<file path="src/hw/rtl/event_control_block_table_unit_macros.svh">
// assertion helpers, clocked on clk_i with rst_ni low as the disable
`ifndef EVENT_CONTROL_BLOCK_TABLE_UNIT_MACROS_SVH
`define EVENT_CONTROL_BLOCK_TABLE_UNIT_MACROS_SVH

// same-cycle implication
`define ECBT_ASSERT_SAME(lbl, ante, cons, msg) \
  lbl: assert property (@(posedge clk_i) disable iff (!rst_ni) (ante) |-> (cons)) \
    else $error(msg);

// next-cycle implication
`define ECBT_ASSERT_NEXT(lbl, ante, cons, msg) \
  lbl: assert property (@(posedge clk_i) disable iff (!rst_ni) (ante) |=> (cons)) \
    else $error(msg);

`endif

</file>
<file path="src/hw/rtl/ecbt_pkg.sv">
package ecbt_pkg;

  typedef struct packed {
    logic [2:0]  func;
    logic [31:0] arg_descriptor;
    logic [31:0] spec_word;
    logic [31:0] mode_word;
    logic [31:0] handler_addr;
  } ecbt_in_t;

  typedef struct packed {
    logic [31:0] return_value;
    logic        call_handler;
    logic [31:0] call_address;
    logic        index_error;
  } ecbt_out_t;

  typedef struct packed {
    logic [1:0]  status;
    logic [31:0] mode;
    logic [31:0] handler;
  } ecbt_entry_t;

  typedef enum logic [1:0] {
    S_CLEAR,
    S_IDLE,
    S_LOOKUP,
    S_UPDATE
  } ecbt_state_e;

  typedef struct packed {
    logic clr_en;
    logic load_in;
    logic rd_en;
    logic upd_en;
  } ecbt_cmd_t;

  typedef struct packed {
    logic clr_last;
    logic out_busy;
  } ecbt_stat_t;

  localparam logic [2:0] FN_OPEN      = 3'd0;
  localparam logic [2:0] FN_CLOSE     = 3'd1;
  localparam logic [2:0] FN_WAIT      = 3'd2;
  localparam logic [2:0] FN_TEST      = 3'd3;
  localparam logic [2:0] FN_ENABLE    = 3'd4;
  localparam logic [2:0] FN_DISABLE   = 3'd5;
  localparam logic [2:0] FN_DELIVER   = 3'd6;
  localparam logic [2:0] FN_UNDELIVER = 3'd7;

  localparam logic [1:0] ENT_UNUSED    = 2'd0;
  localparam logic [1:0] ENT_WAIT      = 2'd1;
  localparam logic [1:0] ENT_ACTIVE    = 2'd2;
  localparam logic [1:0] ENT_DELIVERED = 2'd3;

  localparam logic [0:0] CFG_INT_MODE   = 1'b0;
  localparam logic [0:0] CFG_NOINT_MODE = 1'b1;

  localparam logic [31:0] INT_MODE_RESET   = 32'h0000_1000;
  localparam logic [31:0] NOINT_MODE_RESET = 32'h0000_2000;

  localparam logic [3:0]  CLASS_ALIAS_IN  = 4'hf;
  localparam logic [3:0]  CLASS_ALIAS_OUT = 4'h5;
  localparam logic [31:0] SPEC_CODE_A     = 32'h0000_0301;
  localparam logic [31:0] SPEC_CODE_B     = 32'h0000_0302;
  localparam logic [4:0]  SPEC_COL_A      = 5'd16;
  localparam logic [4:0]  SPEC_COL_B      = 5'd17;

  // class times 32 plus the low five descriptor bits
  function automatic logic [8:0] class_row(input logic [31:0] d);
    logic [3:0] cls;
    cls = d[27:24];
    if (cls == CLASS_ALIAS_IN) begin
      cls = CLASS_ALIAS_OUT;
    end
    return {cls, d[4:0]};
  endfunction

  // lowest set bit of the low half, or one of the two codes
  function automatic logic [4:0] spec_col(input logic [31:0] s);
    logic [4:0] res;
    res = '0;
    if (s == SPEC_CODE_A) begin
      res = SPEC_COL_A;
    end else if (s == SPEC_CODE_B) begin
      res = SPEC_COL_B;
    end else begin
      for (int i = 15; i >= 0; i--) begin
        if (s[i]) begin
          res = 5'(i);
        end
      end
    end
    return res;
  endfunction

endpackage

</file>
<file path="src/hw/rtl/ecbt_ctrl.sv">
`include "event_control_block_table_unit_macros.svh"

module ecbt_ctrl (
  input  logic                  clk_i,
  input  logic                  rst_ni,
  input  logic                  in_valid_i,
  output logic                  in_stall_o,
  input  ecbt_pkg::ecbt_stat_t  stat_i,
  output ecbt_pkg::ecbt_cmd_t   cmd_o
);

  ecbt_pkg::ecbt_state_e state_q, state_d;
  logic                  ready;

  always_ff @(posedge clk_i or negedge rst_ni) begin
    if (!rst_ni) begin
      state_q <= ecbt_pkg::S_CLEAR;
    end else begin
      state_q <= state_d;
    end
  end

  always_comb begin
    state_d = state_q;
    unique case (state_q)
      ecbt_pkg::S_CLEAR: begin
        if (stat_i.clr_last) begin
          state_d = ecbt_pkg::S_IDLE;
        end
      end
      ecbt_pkg::S_IDLE: begin
        if (in_valid_i) begin
          state_d = ecbt_pkg::S_LOOKUP;
        end
      end
      ecbt_pkg::S_LOOKUP: begin
        state_d = ecbt_pkg::S_UPDATE;
      end
      ecbt_pkg::S_UPDATE: begin
        if (!stat_i.out_busy) begin
          state_d = in_valid_i ? ecbt_pkg::S_LOOKUP : ecbt_pkg::S_IDLE;
        end
      end
      default: begin
        state_d = ecbt_pkg::S_IDLE;
      end
    endcase
  end

  always_comb begin
    cmd_o = '0;
    ready = 1'b0;
    unique case (state_q)
      ecbt_pkg::S_CLEAR: begin
        cmd_o.clr_en = 1'b1;
      end
      ecbt_pkg::S_IDLE: begin
        ready = 1'b1;
      end
      ecbt_pkg::S_LOOKUP: begin
        cmd_o.rd_en = 1'b1;
      end
      ecbt_pkg::S_UPDATE: begin
        cmd_o.upd_en = !stat_i.out_busy;
        ready        = !stat_i.out_busy;
      end
      default: begin
        ready = 1'b0;
      end
    endcase
    cmd_o.load_in = ready && in_valid_i;
  end

  assign in_stall_o = !ready;

  `ECBT_ASSERT_SAME(a_no_result_overrun, cmd_o.upd_en, !stat_i.out_busy, "result overrun")
  `ECBT_ASSERT_NEXT(a_lookup_then_update, state_q == ecbt_pkg::S_LOOKUP, state_q == ecbt_pkg::S_UPDATE, "lookup not followed by update")
  `ECBT_ASSERT_SAME(a_no_transfer_in_clear, state_q == ecbt_pkg::S_CLEAR, in_stall_o && !cmd_o.load_in, "transfer during clear")

endmodule

</file>
<file path="config.mk">
export PLATFORM = sky130hd
export DESIGN_NAME = ecbt_ctrl
export DESIGN_NICKNAME = d
export VERILOG_FILES = /design/src/hw/rtl/ecbt_pkg.sv /design/src/hw/rtl/ecbt_ctrl.sv
export VERILOG_INCLUDE_DIRS = /design/src /design/src/hw/rtl
export SDC_FILE = /design/constraint.sdc
export NUM_CORES = 1
export LEC_CHECK = 0
export BUFFER_PORTS_ARGS = -buffer_cell sky130_fd_sc_hd__buf_2
export CORE_AREA = 2 2 39 41
export DETAILED_ROUTE_END_ITERATION = 8
export DIE_AREA = 0 0 41 43
export SETUP_SLACK_MARGIN = 0.02
export SLEW_MARGIN = 20
export SYNTH_ARGS = -nofsm -noshare
export SYNTH_HDL_FRONTEND = slang
export SYNTH_SLANG_ARGS = --single-unit
</file>
<file path="constraint.sdc">
create_clock -name clk_i -period 1.05 [get_ports clk_i]
set_input_delay 0.21 -clock clk_i [delete_from_list [all_inputs] [get_ports clk_i]]
set_output_delay 0.21 -clock clk_i [all_outputs]
set_load 0.005 [all_outputs]
</file>
==> results of run 1 <==
## worst max-delay path, cell delays in order, from the launching register on
cell	delay (ns)
dfrtp_1	0.40
nor2b_4	0.14
and2_1	0.12
buf_2	0.12
## synthesized netlist by cell type
library cell / number
o21ai_0: 2
nor2_1: 2
a22oi_1: 1
dfrtp_1: 2
and2_1: 1
inv_1: 1
a21oi_1: 1
nor2b_4: 1
nand2_1: 3
## power by group through the flow
stage	registers [mW]	logic (mW)	clock network, mW
after CTS	0.124	0.179	0.181
after detailed placement	0.130	0.133	0
after global placement	0.129	0.130	0
after floorplan	0.122	0.0733	0
after global routing	0.129	0.208	0.195
final	0.125	0.176	0.172
## layout by cell type, fill, tap and decap left out, types with 2 or more instances in the layout
cell / count
o21ai_0: 2
nand2_1: 3
dfrtp_1: 2
clkbuf_4: 3
nor2_1: 2
buf_2: 9
buf_4: 3
## what timing repair did
action                                  in CTS  in global routing
buffers inserted                             3                  0
endpoints found under the setup margin       5                  5
cloned                                       0                  0
hold buffers                                 1                  0
endpoints found under the hold margin        2                  0
pin swaps                                    1                  0
## routing by layer
metal / vias up / share of wire (%) / global-route usage (%)
met2: 10 / 41 / 6.875
li1: 79 / - / -
met5: - / 0 / 0
met4: 0 / 4.8 / 8.000
met3: 2 / 14 / 4.188
met1: 63 / 40 / 6.090
## area by class of cell
type,instances,area [µm²]
clock buffer,3,22.52
fill,163,1149
inverter,1,3.754
multi-input combinational,11,61.31
sequential,2,50.05
tap,16,20.02
timing repair buffer,13,77.57
## worst min path at each step
stage / depth (start not counted) / slack [ns] / start / to
3_3_place_gp: 1 / -0.003 / rst_ni / state_q[0]
2_1_floorplan: 0 / -0.09 / rst_ni / state_q[0]
5_1_grt: 2 / 0.23 / in_valid_i / state_q[0]
6_report: 2 / 0.20 / in_valid_i / state_q[0]
4_1_cts: 2 / 0.20 / in_valid_i / state_q[0]
3_5_place_dp: 1 / -0.001 / rst_ni / state_q[1]
## cells by family after synthesis
family	after synthesis	synth area share (%)
DFF	2	43.48
AOI/OAI and AO/OA	4	19.56
buffers and inverters	1	3.258
and+or+nand+nor	7	33.70
==> results.toml, run 1 <==
[place]
dpl-instance-area_um2 = 180.2
dp.cells = 39
place_ws_ns = 0.01468
hpwl_um = 257.3
port_buffers = 9
routabilityCongestion = 0.5188

[worst_setup_path]
crit_type = "register to output port"
crit_fanout = 4
critPathLaunchType = "register"
regToRegSetupSlack_ns = 0.12
r2r-start = "state_q[0]"
reg2reg_depth = 3
endpoint = "cmd_o[0]"
worstPathRequired_ns = 0.84
r2r_end = "state_q[0]"
startpoint = "state_q[0]"
crit_path_end_kind = "output port"
arrival_ns = 1.01

[sta]
hold_viol = 0
fmax_mhz = 817.8
setup_violations = 5
finalCriticalPeriod_ns = 1.223
period_share_pct = 116.5
rsz0062_at_grt = "yes"
tightest_slew_ns = 0.1511
fin_skew_ns = 0.000007619
setup-tns-final_ns = -0.5966
drv_slew = 0
slew_headroom_pct = 89.93
hold_slack_ns = 0.2011
fin_ws_ns = -0.1729

[run]
cap_violations = 0

[power_and_ir_drop]
comb_power_share_pct = 37.2
power_density_nw_per_um2 = 2009
p_seq_share_pct = 26.5
ir_drop_v = 0.0002854
intPower_mw = 0.3307
p_leak_nw = 0.1313
swShare_pct = 30.01
power_frac_clock_pct = 36.3
p_total_mw = 0.4725
p_sw_mw = 0.1418

[clock_tree]
clock_path_buffers = 2
clkSlewWorstSetupHoldPaths_ns = 0.03
cts_resized = 0
clock-sinks = 2
cts_root_buffer = "clkbuf_4"
tritoncts.num_buffers = 3
insertion_delay_ns = 0.22
cts_max_level = 1
cts_tree = "yes"

[floorplanning]
initial_core_util_pct = 8.318
core_area_um2 = 1384
die_h_um = 43
io_pins = 10
dieArea_um2 = 1763
die_width_um = 41
rows = 14

[finish]
n_antenna_cell = 0
largest-register = "state_q"
area_delta_synth_final_pct = 104.3
drive_above_1_share_pct = 53.33
largestRegisters = "state_q (2)"
postLayoutCellArea_um2 = 235.2
nets = 37
stdcell_count = 46
largest_reg_flops = 2
post-route-util_pct = 17.00

[synth]
ys_seq_elements = 2
yosys.area.top_type = "dfrtp_1"
synthTopCellsByArea = "dfrtp_1, nor2b_4, nand2_1"
ys_types = 9
synth_cells = 14
syn_area_um2 = 115.1
ys_warn_count = 0
avgSynthCellArea_um2 = 8.222
yosysTopAreaCellShare_pct = 43.48
syn-num-nets = 19
ys_seq_area_share_pct = 43.48

[global_route]
grt_usage_pct = 6.118
grt.overflow.total = 0
grt_pass1_vias = 150
grt_max_degree = 6
grt_pass1_wl_um = 621
antenna_found_initial = 0

[drt]
final_antenna_net_count = 0
vias = 154
wire_per_inst_um = 7.696
via_per_inst = 3.348
route.detailed.drc = 0
drt_wl_total_um = 354
drt-initial-drc-count = 0
firstDrtPassIters = 1

[run_status]
violations = "setup timing"
outcome = "complete, but fails checks"

[min_path]
hp-class = "primary input to register"
Note: power is estimated with default switching activity, not from simulation.
==> run 2: changes to the inputs <==
Settings changed: RECOVER_POWER set to 25, SLEW_MARGIN 20 to unset.
==> results.toml, run 2 (same netlist as run 1, synthesis figures left out) <==
[finish]
n_antenna_cell = 0
largest_reg_flops = 2
largest-register = "state_q"
stdcell_count = 46
area_delta_synth_final_pct = 103.3
largestRegisters = "state_q (2)"
multi_input_area_um2 = 61.31
mostFrequentLayoutCells = "buf_2, nand2_1, clkbuf_4, buf_4"
drive_above_1_share_pct = 50.00
final_common_cell = "buf_2"
register_area_um2 = 50.05
fillers = 164
nets = 37

[power_and_ir_drop]
power_frac_clock_pct = 36.4
comb_power_share_pct = 37.1
power_density_nw_per_um2 = 2018
p_sw_mw = 0.1420
intPower_mw = 0.3302
swShare_pct = 30.08
ir_drop_v = 0.0002854
p_leak_nw = 0.1285
p_seq_share_pct = 26.5

[sta]
finalCriticalPeriod_ns = 1.223
rsz0062_at_grt = "yes"
drv_slew = 0
setup_violations = 5
period_share_pct = 116.5
tightest_slew_ns = 0.1511
hold_viol = 0
fmax_mhz = 817.8
fin_ws_ns = -0.1729
fin_skew_ns = 0.0001984
slew_headroom_pct = 89.93

[place]
routabilityCongestion = 0.5188
port_buffers = 9
place_ws_ns = 0.01468
dp.cells = 39
hpwl_um = 257.3

[drt]
route.detailed.drc = 0
drt-initial-drc-count = 0
vias = 154
firstDrtPassIters = 1
drt_wl_total_um = 352
via_per_inst = 3.348
final_antenna_net_count = 0
wire_per_inst_um = 7.652

[clock_tree]
cts_max_level = 1
cts_root_buffer = "clkbuf_4"
clkSlewWorstSetupHoldPaths_ns = 0.03
clock-sinks = 2
insertion_delay_ns = 0.22
cts_tree = "yes"
clock_path_buffers = 2
tritoncts.num_buffers = 3

[floorplanning]
rows = 14
dieArea_um2 = 1763
initial_core_util_pct = 8.318
die_h_um = 43
die_width_um = 41
core_area_um2 = 1384
io_pins = 10

[worst_setup_path]
crit_chain = "nor2b_4, and2_1, buf_2"
r2r-start = "state_q[0]"
startpoint = "state_q[0]"
critPathLaunchType = "register"
crit_path_end_kind = "output port"
worstPathRequired_ns = 0.84
slowest_stage = "dfrtp_1"
crit_type = "register to output port"
crit_fanout = 4
regToRegSetupSlack_ns = 0.12
arrival_ns = 1.01
max_stage_delay_ns = 0.40

[run_status]
outcome = "complete, but fails checks"
violations = "setup timing"

[min_path]
min_from = "in_valid_i"
hp-class = "primary input to register"

[global_route]
grt_pass1_wl_um = 621
grt.overflow.total = 0
antenna_found_initial = 0
grt_usage_pct = 6.118
grt_pass1_vias = 150
grt_max_degree = 6

[run]
cap_violations = 0
==> run 2: worst max-delay path: cells and delay by family (launching register included) <==
family | cells | cell delay [ns]
buffers and inverters | 1 | 0.12
DFF | 1 | 0.40
and+or+nand+nor | 2 | 0.26
==> run 2: cell type report <==
cell class,instances,share of cell area [%]
repair buffers,13,32.62
multi-input cells,11,26.20
clock buffers,3,9.626
inverters,1,1.604
flip-flops and latches,2,21.39
well taps,16,8.556
==> run 2: power groups by stage <==
stage	combinational, mW	sequential, mW	clock (mW)
after floorplan	0.0733	0.122	0
after global placement	0.130	0.129	0
after detailed placement	0.133	0.130	0
after CTS	0.179	0.124	0.181
after global routing	0.208	0.129	0.195
final	0.175	0.125	0.172
==> run 2: worst paths after layout <==
| path | endpoint | depth (start not counted) |
|---|---|---|
| max in group asynchronous | state_q[0] | 2 |
| worst min register to register | state_q[1] | 2 |
| min in group asynchronous | state_q[1] | 2 |
| worst min-delay path | state_q[0] | 2 |
| worst max register to register | state_q[0] | 3 |
| worst max-delay path | cmd_o[0] | 3 |
==> run 2: through the flow <==
step | power, mW | utilization (%) | area (µm²) | hold WS, ns | setup TNS (ns)
2_1_floorplan | 0.1954 | - | 115.1 | -0.08559 | 0
3_3_place_gp | 0.2586 | 13.02 | 180.2 | -0.003353 | 0
3_5_place_dp | 0.2625 | 13.02 | 180.2 | -0.001228 | 0
4_1_cts | 0.4845 | 17.00 | 235.2 | 0.1986 | -0.5994
5_1_grt | 0.5323 | 16.91 | 234.0 | 0.2292 | -0.9368
6_report | 0.4722 | 16.91 | 234.0 | 0.2011 | -0.5966
==> run 2: timing repair <==
action	CTS	global route
endpoints found under the hold margin	2	0
buffers inserted	3	0
endpoints found under the setup margin	5	5
hold buffers	1	0
gates resized for setup	0	0
pin swaps	1	0
==> run 2: layer usage <==
layer	vias to the layer above	GRT usage (%)	wire [µm]
met3	2	4.188	51
li1	79	-	-
met4	0	8.000	17
met2	10	6.875	145
met1	63	6.090	138
met5	-	0	0
